## src/rtl/apf_pkg.sv

```systemverilog
package apf_pkg;

  // Fixed banned-string table. Slots past the filled ones are empty and never match.
  localparam int TABLE_SLOTS = 32;
  localparam int PAT_MAX     = 12;

  localparam logic [7:0] CHAR_SPACE   = 8'h20;
  localparam logic [7:0] CHAR_DOT     = 8'h2e;
  localparam logic [7:0] CHAR_ZERO    = 8'h30;
  localparam logic [7:0] CHAR_NINE    = 8'h39;
  localparam logic [7:0] CHAR_UPPER_A = 8'h41;
  localparam logic [7:0] CHAR_UPPER_Z = 8'h5a;
  localparam logic [7:0] CASE_OFFSET  = 8'h20;

  localparam logic [1:0] REASON_NONE    = 2'd0;
  localparam logic [1:0] REASON_BANNED  = 2'd1;
  localparam logic [1:0] REASON_ADDRESS = 2'd2;

  localparam logic [1:0] LEVEL_START   = 2'd0;
  localparam logic [1:0] LEVEL_FIRST   = 2'd1;
  localparam logic [1:0] LEVEL_ADDRESS = 2'd3;

  // Lengths of the strings in bytes.
  localparam logic [3:0] PAT_LEN [TABLE_SLOTS] = '{
    0: 4'd4,  1: 4'd3,  2: 4'd3,  3: 4'd3,  4: 4'd2,  5: 4'd6,
    6: 4'd4,  7: 4'd9,  8: 4'd8,  9: 4'd8,  10: 4'd4, 11: 4'd7,
    12: 4'd2, 13: 4'd8, 14: 4'd8, 15: 4'd4, 16: 4'd4,
    default: 4'd0
  };

  // String text, first character in the most significant byte.
  localparam logic [PAT_MAX*8-1:0] PAT_TEXT [TABLE_SLOTS] = '{
    0:  96'h68747470_00000000_00000000,
    1:  96'h636f6d00_00000000_00000000,
    2:  96'h6e657400_00000000_00000000,
    3:  96'h6f726700_00000000_00000000,
    4:  96'h72750000_00000000_00000000,
    5:  96'h726f6e64_6f720000_00000000,
    6:  96'h7777772e_00000000_00000000,
    7:  96'h65706963_776f726c_64000000,
    8:  96'h776f772d_6c696f6e_00000000,
    9:  96'h656c6772_61636961_00000000,
    10: 96'h75776f77_00000000_00000000,
    11: 96'h776f772d_61676500_00000000,
    12: 96'h73750000_00000000_00000000,
    13: 96'h776f772d_66697265_00000000,
    14: 96'h776f772d_7172736b_00000000,
    15: 96'h71776f77_00000000_00000000,
    16: 96'h7172736b_00000000_00000000,
    default: '0
  };

  typedef struct packed {
    logic [7:0] msg_byte;
    logic       last_byte;
  } msg_t;

  typedef struct packed {
    logic       blocked;
    logic [1:0] block_reason;
    logic [4:0] pattern_index;
  } verdict_t;

  // Window cell control: shift in the neighbor's byte, or clear at message end.
  typedef struct packed {
    logic shift;
    logic clear;
  } cell_ctrl_t;

  // Per-slot compare of one window position. A position ahead of a string's
  // first character passes; a string that cannot fit in the window fails.
  function automatic logic [TABLE_SLOTS-1:0] pos_match(logic [7:0] b, int pos, int win);
    logic [TABLE_SLOTS-1:0] m;
    int len;
    int off;
    m = '0;
    for (int s = 0; s < TABLE_SLOTS; s++) begin
      len = int'(PAT_LEN[s]);
      off = pos - (win - len);
      if (len == 0 || len > win || len > PAT_MAX) begin
        m[s] = 1'b0;
      end else if (off < 0) begin
        m[s] = 1'b1;
      end else begin
        m[s] = (b == PAT_TEXT[s][(PAT_MAX-1-off)*8 +: 8]);
      end
    end
    return m;
  endfunction

endpackage

```

## src/rtl/chat_ad_pattern_filter_core.sv

```systemverilog
// Chat filter core. Takes a message one byte per transfer on the msg channel
// and gives one verdict transfer for every message, on the byte marked
// last_byte. Bytes are lowercased (ASCII A-Z only) and pass through a row of
// window cells; every banned string is checked ending at the current byte, and
// the lowest string index seen in the message is reported with reason 1. A
// dotted numeric address (a first segment and then two non-empty all-digit
// segments, each closed by a dot, followed by any further non-space byte) gives
// reason 2 when no banned string hit. A new byte is taken in every cycle while
// msg_stall is low: the window shifts once per transfer and the segment tracker
// updates combinationally. The verdict is registered in the output register, or
// in a second holding stage that lets the core keep taking bytes while a verdict
// waits, so msg_stall rises only when both stages are full.
module chat_ad_pattern_filter_core #(
  parameter int WINDOW_BYTES  = 9,
  parameter int PATTERN_COUNT = 17
) (
  input  logic              clk,
  input  logic              rst,
  input  logic              msg_valid,
  output logic              msg_stall,
  input  apf_pkg::msg_t     msg,
  output logic              verdict_valid,
  input  logic              verdict_stall,
  output apf_pkg::verdict_t verdict
);

  localparam int CELLS = WINDOW_BYTES - 1;

  logic msg_fire;
  logic verdict_fire;
  logic [7:0] lc_byte;
  apf_pkg::cell_ctrl_t cell_ctrl;

  logic [7:0] cell_q [CELLS];
  logic [apf_pkg::TABLE_SLOTS-1:0] cell_hits [CELLS];
  logic [apf_pkg::TABLE_SLOTS-1:0] cur_hits;
  logic [apf_pkg::TABLE_SLOTS-1:0] match_all;

  logic hit_now;
  logic [4:0] hit_idx;

  // Per-message tracker state.
  logic       word_hit,           word_hit_next;
  logic [4:0] word_hit_index,     word_hit_index_next;
  logic [1:0] segment_level,      segment_level_next;
  logic       segment_all_digits, segment_all_digits_next;
  logic       segment_nonempty,   segment_nonempty_next;
  logic       address_hit,        address_hit_next;

  apf_pkg::verdict_t result;

  // Output register plus one holding stage.
  logic              skid_valid;
  apf_pkg::verdict_t skid;

  assign msg_stall    = skid_valid;
  assign msg_fire     = msg_valid && !msg_stall;
  assign verdict_fire = verdict_valid && !verdict_stall;

  always_comb begin
    lc_byte = msg.msg_byte;
    if (msg.msg_byte >= apf_pkg::CHAR_UPPER_A && msg.msg_byte <= apf_pkg::CHAR_UPPER_Z) begin
      lc_byte = msg.msg_byte + apf_pkg::CASE_OFFSET;
    end
  end

  assign cell_ctrl.shift = msg_fire;
  assign cell_ctrl.clear = msg_fire && msg.last_byte;

  // Window row: the newest stored byte sits in the highest cell, and each cell
  // hands its byte down to the next lower one on every transfer.
  for (genvar j = 0; j < CELLS; j++) begin : g_cell
    logic [7:0] d_in;
    if (j == CELLS - 1) begin : g_head
      assign d_in = lc_byte;
    end else begin : g_body
      assign d_in = cell_q[j+1];
    end
    apf_cell #(
      .WINDOW_BYTES(WINDOW_BYTES),
      .POS         (j)
    ) u_cell (
      .clk (clk),
      .rst (rst),
      .ctrl(cell_ctrl),
      .d   (d_in),
      .q   (cell_q[j]),
      .hits(cell_hits[j])
    );
  end

  // The current byte is the last window position.
  assign cur_hits = apf_pkg::pos_match(lc_byte, WINDOW_BYTES - 1, WINDOW_BYTES);

  always_comb begin
    match_all = cur_hits;
    for (int j = 0; j < CELLS; j++) begin
      match_all = match_all & cell_hits[j];
    end
  end

  // The lowest matching string index wins.
  always_comb begin
    hit_now = 1'b0;
    hit_idx = '0;
    for (int i = PATTERN_COUNT - 1; i >= 0; i--) begin
      if (match_all[i]) begin
        hit_now = 1'b1;
        hit_idx = 5'(i);
      end
    end
  end

  // Tracker update for the byte on the msg channel. Spaces are invisible to the
  // segment logic; once the address level is reached any other byte flags it.
  always_comb begin
    word_hit_next           = word_hit;
    word_hit_index_next     = word_hit_index;
    segment_level_next      = segment_level;
    segment_all_digits_next = segment_all_digits;
    segment_nonempty_next   = segment_nonempty;
    address_hit_next        = address_hit;

    if (hit_now && (!word_hit || hit_idx < word_hit_index)) begin
      word_hit_next       = 1'b1;
      word_hit_index_next = hit_idx;
    end

    if (lc_byte != apf_pkg::CHAR_SPACE) begin
      if (segment_level == apf_pkg::LEVEL_ADDRESS) begin
        address_hit_next = 1'b1;
      end else if (lc_byte == apf_pkg::CHAR_DOT) begin
        if (segment_level == apf_pkg::LEVEL_START) begin
          segment_level_next = apf_pkg::LEVEL_FIRST;
        end else if (segment_nonempty && segment_all_digits) begin
          segment_level_next = segment_level + 2'd1;
        end else begin
          segment_level_next = apf_pkg::LEVEL_FIRST;
        end
        segment_all_digits_next = 1'b1;
        segment_nonempty_next   = 1'b0;
      end else begin
        segment_nonempty_next = 1'b1;
        if (lc_byte < apf_pkg::CHAR_ZERO || lc_byte > apf_pkg::CHAR_NINE) begin
          segment_all_digits_next = 1'b0;
        end
      end
    end
  end

  // Verdict from the state as it stands after the last byte.
  always_comb begin
    if (word_hit_next) begin
      result.blocked       = 1'b1;
      result.block_reason  = apf_pkg::REASON_BANNED;
      result.pattern_index = word_hit_index_next;
    end else if (address_hit_next) begin
      result.blocked       = 1'b1;
      result.block_reason  = apf_pkg::REASON_ADDRESS;
      result.pattern_index = '0;
    end else begin
      result.blocked       = 1'b0;
      result.block_reason  = apf_pkg::REASON_NONE;
      result.pattern_index = '0;
    end
  end

  // Tracker registers: cleared at reset and after each message's last byte.
  always_ff @(posedge clk) begin
    if (rst || (msg_fire && msg.last_byte)) begin
      word_hit           <= 1'b0;
      word_hit_index     <= '0;
      segment_level      <= apf_pkg::LEVEL_START;
      segment_all_digits <= 1'b1;
      segment_nonempty   <= 1'b0;
      address_hit        <= 1'b0;
    end else if (msg_fire) begin
      word_hit           <= word_hit_next;
      word_hit_index     <= word_hit_index_next;
      segment_level      <= segment_level_next;
      segment_all_digits <= segment_all_digits_next;
      segment_nonempty   <= segment_nonempty_next;
      address_hit        <= address_hit_next;
    end
  end

  // Output stages. A new verdict goes straight to the output register when it
  // is free or being taken this cycle; otherwise it waits in the holding stage,
  // which then stalls the msg channel until the output register drains.
  always_ff @(posedge clk) begin
    if (rst) begin
      verdict_valid <= 1'b0;
      skid_valid    <= 1'b0;
    end else if (skid_valid) begin
      if (verdict_fire) begin
        skid_valid <= 1'b0;
      end
    end else if (msg_fire && msg.last_byte) begin
      if (verdict_valid && !verdict_fire) begin
        skid_valid <= 1'b1;
      end else begin
        verdict_valid <= 1'b1;
      end
    end else if (verdict_fire) begin
      verdict_valid <= 1'b0;
    end
  end

  always_ff @(posedge clk) begin
    if (skid_valid) begin
      if (verdict_fire) begin
        verdict <= skid;
      end
    end else if (msg_fire && msg.last_byte) begin
      if (verdict_valid && !verdict_fire) begin
        skid <= result;
      end else begin
        verdict <= result;
      end
    end
  end

endmodule

```

## src/rtl/apf_cell.sv

```systemverilog
module apf_cell #(
  parameter int WINDOW_BYTES = 9,
  parameter int POS          = 0
) (
  input  logic                          clk,
  input  logic                          rst,
  input  apf_pkg::cell_ctrl_t           ctrl,
  input  logic [7:0]                    d,
  output logic [7:0]                    q,
  output logic [apf_pkg::TABLE_SLOTS-1:0] hits
);

  always_ff @(posedge clk) begin
    if (rst || ctrl.clear) begin
      q <= '0;
    end else if (ctrl.shift) begin
      q <= d;
    end
  end

  // Compares the held byte against every string's character for this position.
  assign hits = apf_pkg::pos_match(q, POS, WINDOW_BYTES);

endmodule

```

## config.mk

```make
export PLATFORM = sky130hd
export DESIGN_NAME = chat_ad_pattern_filter_core
export DESIGN_NICKNAME = d
export VERILOG_FILES = /design/src/rtl/apf_pkg.sv /design/src/rtl/chat_ad_pattern_filter_core.sv /design/src/rtl/apf_cell.sv
export SDC_FILE = /design/constraint.sdc
export NUM_CORES = 1
export LEC_CHECK = 0
export BUFFER_PORTS_ARGS = -buffer_cell sky130_fd_sc_hd__buf_2
export CAP_MARGIN = 20
export CORE_MARGIN = 3
export CORE_UTILIZATION = 35
export CTS_CLUSTER_DIAMETER = 40
export DETAILED_ROUTE_END_ITERATION = 12
export PLACE_DENSITY = 0.56
export REMOVE_ABC_BUFFERS = 1
export SYNTH_ARGS = -nofsm -noshare
export SYNTH_HDL_FRONTEND = slang
export SYNTH_HIERARCHICAL = 1
export SYNTH_SLANG_ARGS = --single-unit
```

## constraint.sdc

```tcl
create_clock -name clk -period 6 [get_ports clk]
set_clock_uncertainty 0.05 [all_clocks]
set_input_delay 1.2 -clock clk [delete_from_list [all_inputs] [get_ports clk]]
set_output_delay 1.2 -clock clk [all_outputs]
set_load 0.02 [all_outputs]
```

==> impl_metrics.py <==
metrics = {
    "clock_tree": {
        "cts_sinks": 93,
        "htreeDepth": 3,
        "insertion_delay_ns": 0.35,
        "cts_resized": 0,
        "post_cts_buffers": 0,
        "clockBufferDepth": 2,
        "cts_made_buffers": 9,
        "postCtsHoldBufs": 0,
        "cts_tree": "done",
        "root_buffer": "clkbuf_16",
        "path_clk_slew_ns": 0.07,
    },
    "critical_path": {
        "arrival_ns": 5.00,
        "max_stage_delay_ns": 0.57,
        "path_max_fanout": 14,
        "cp_slowest_cell": "or4b_1",
        "cp_top_family": "compound AO/OA/AOI/OAI gates",
        "crit_type": "in -> reg",
        "cp_num_buf_inv": 1,
        "required_ns": 6.20,
        "cp_cell_sequence": "buf_2, or4b_1, o31a_1, o311ai_1, and3b_1, nand2b_1, nand3_1, ha_1, a21o_1, a21o_1, a21oi_1, nand2_1, o311a_2, a311oi_4, nor2_1, a211oi_1",
        "crit_path_start_kind": "input pin",
        "setup.worst_path.end_class": "register",
        "path_common_cell": "a21o_1",
        "r2r_setup_slack_ns": 1.35,
    },
    "synth": {
        "yosys_warnings": 6,
        "syn_area_um2": 6120,
        "syn_inst": 694,
        "avgSynthCellArea_um2": 8.81,
    },
    "detailed_routing": {
        "routed_wl_mm": 13.1,
        "drt_first_pass_iters": 4,
        "drt_iter0_drc": 241,
        "drcViolationCount": 0,
        "viasPerCell": 5.03,
        "ant_nets": 0,
        "wire_per_inst_um": 14.7,
        "vias": 4494,
    },
    "die": {
        "fp.dieW_um": 138,
        "start_util_pct": 36.4,
        "design.core.area_um2": 16800,
        "die-height_um": 138,
        "dieArea_um2": 19100,
        "fp-row-count": 47,
        "io-pin-count": 23,
    },
    "sta": {
        "finalCritPeriodShare_pct": 80.0,
        "drv_slew": 0,
        "fin_worst_hold_slack_ns": 0.428,
        "slew_headroom_pct": 27.4,
        "finalSetupViolations": 0,
        "rsz0062_at_grt": "false",
        "tightest_slew_ns": 1.09,
        "fin_crit_ns": 4.80,
        "tns_ns": 0,
        "fmax_ghz": 0.208,
        "hold_viol_final": 0,
    },
    "final_layout": {
        "layout_common_cells": "nor2_1, dfxtp_1, mux2i_1",
        "diodes": 0,
        "n_fill_cell": 1769,
        "layout_commonest_cell": "nor2_1",
        "final_layout_size_suffix_gt1_share_pct": 10.8,
        "fin_nets": 689,
        "synthToLayoutAreaGrowth_pct": 0.982,
        "fin_area_um2": 6180,
    },
    "power": {
        "power_frac_clock_pct": 42.5,
        "cellPowerDensity_nw_per_um2": 218,
        "ir_worst_vdd_mv": 0.141,
        "switchingPower_mw": 0.334,
        "p_sw_share_pct": 24.8,
        "p_leak_nw": 2.33,
        "seqPwrFrac_pct": 48.7,
        "internal_power_mw": 1.01,
        "power_frac_comb_pct": 8.8,
    },
    "placement": {
        "io_buffers": 22,
        "dpl_cell_area_um2": 5880,
        "gp_congestion": 0.842,
        "hpwl_mm": 10.0,
    },
    "worst_hold_path": {
        "hp-class": "reg -> reg",
    },
    "global_route": {
        "gr-total-overflow": 0,
        "grtUsageTotal_pct": 14.0,
        "grt_pass1_wl_mm": 22.2,
        "grt_start_max_net_pins": 67,
        "antenna_found_initial": 0,
        "grt_pass1_vias": 4400,
    },
    "outcome": {
        "run_status": "finished clean",
    },
    "flow_run": {
        "drv_cap": 0,
    },
}
==> final timing paths <==
| check | from | endpoint | depth (start not counted) |
|---|---|---|---|
| worst max-delay path | msg[2] | word_hit_index[1] | 16 |
| worst min-delay path | segment_all_digits | segment_all_digits | 1 |
| worst max register to register | g_cell[5].u_cell/q[5] | word_hit_index[1] | 17 |
| worst min register to register | segment_all_digits | segment_all_digits | 1 |
==> stage by stage <==
| stage | util (%) | worst slack (ns) | power [mW] | std cells |
|---|---|---|---|---|
| floorplan | - | 1.32 | 0.754 | 634 |
| global placement | 35.0 | 0.970 | 0.783 | 878 |
| detailed placement | 35.0 | 0.853 | 0.786 | 878 |
| CTS | 36.7 | 1.22 | 1.36 | 894 |
| global route | 36.7 | 0.977 | 1.40 | 894 |
| finish | 36.7 | 1.20 | 1.34 | 894 |
==> metal layers <==
layer | wire (um) | up-vias | GRT usage (%)
met4 | 195 | 0 | 4.21
li1 | - | 2297 | -
met5 | 0 | - | 0
met3 | 427 | 16 | 2.90
met2 | 5980 | 67 | 22.5
met1 | 6510 | 2114 | 19.1
==> power by group through the flow <==
stage	Clock [mW]	Sequential, mW	Combinational, mW
after floorplan	0	0.670	0.0840
after global placement	0	0.668	0.115
after detailed placement	0	0.669	0.118
after CTS	0.587	0.654	0.118
after global routing	0.611	0.656	0.131
final	0.572	0.654	0.118
==> registers in the layout, summed over array words and instances (netlist names) <==
name                flops
segment_all_digits      1
word_hit_index          5
msg_stall               1
skid                    8
segment_level           2
verdict_valid           1
word_hit                1
segment_nonempty        1
address_hit             1
verdict                 8
g_cell.u_cell/q        64
==> area by class of cell <==
type | count | area [um^2] | area share (%)
clock buffers | 9 | 225 | 3.65
repair buffers | 24 | 125 | 2.03
flip-flops and latches | 93 | 2020 | 32.7
inverters | 17 | 65.1 | 1.05
clock inverters | 7 | 72.6 | 1.17
multi-input cells | 524 | 3390 | 54.9
well taps | 220 | 275 | 4.46
(Power assumes the default switching activity.)
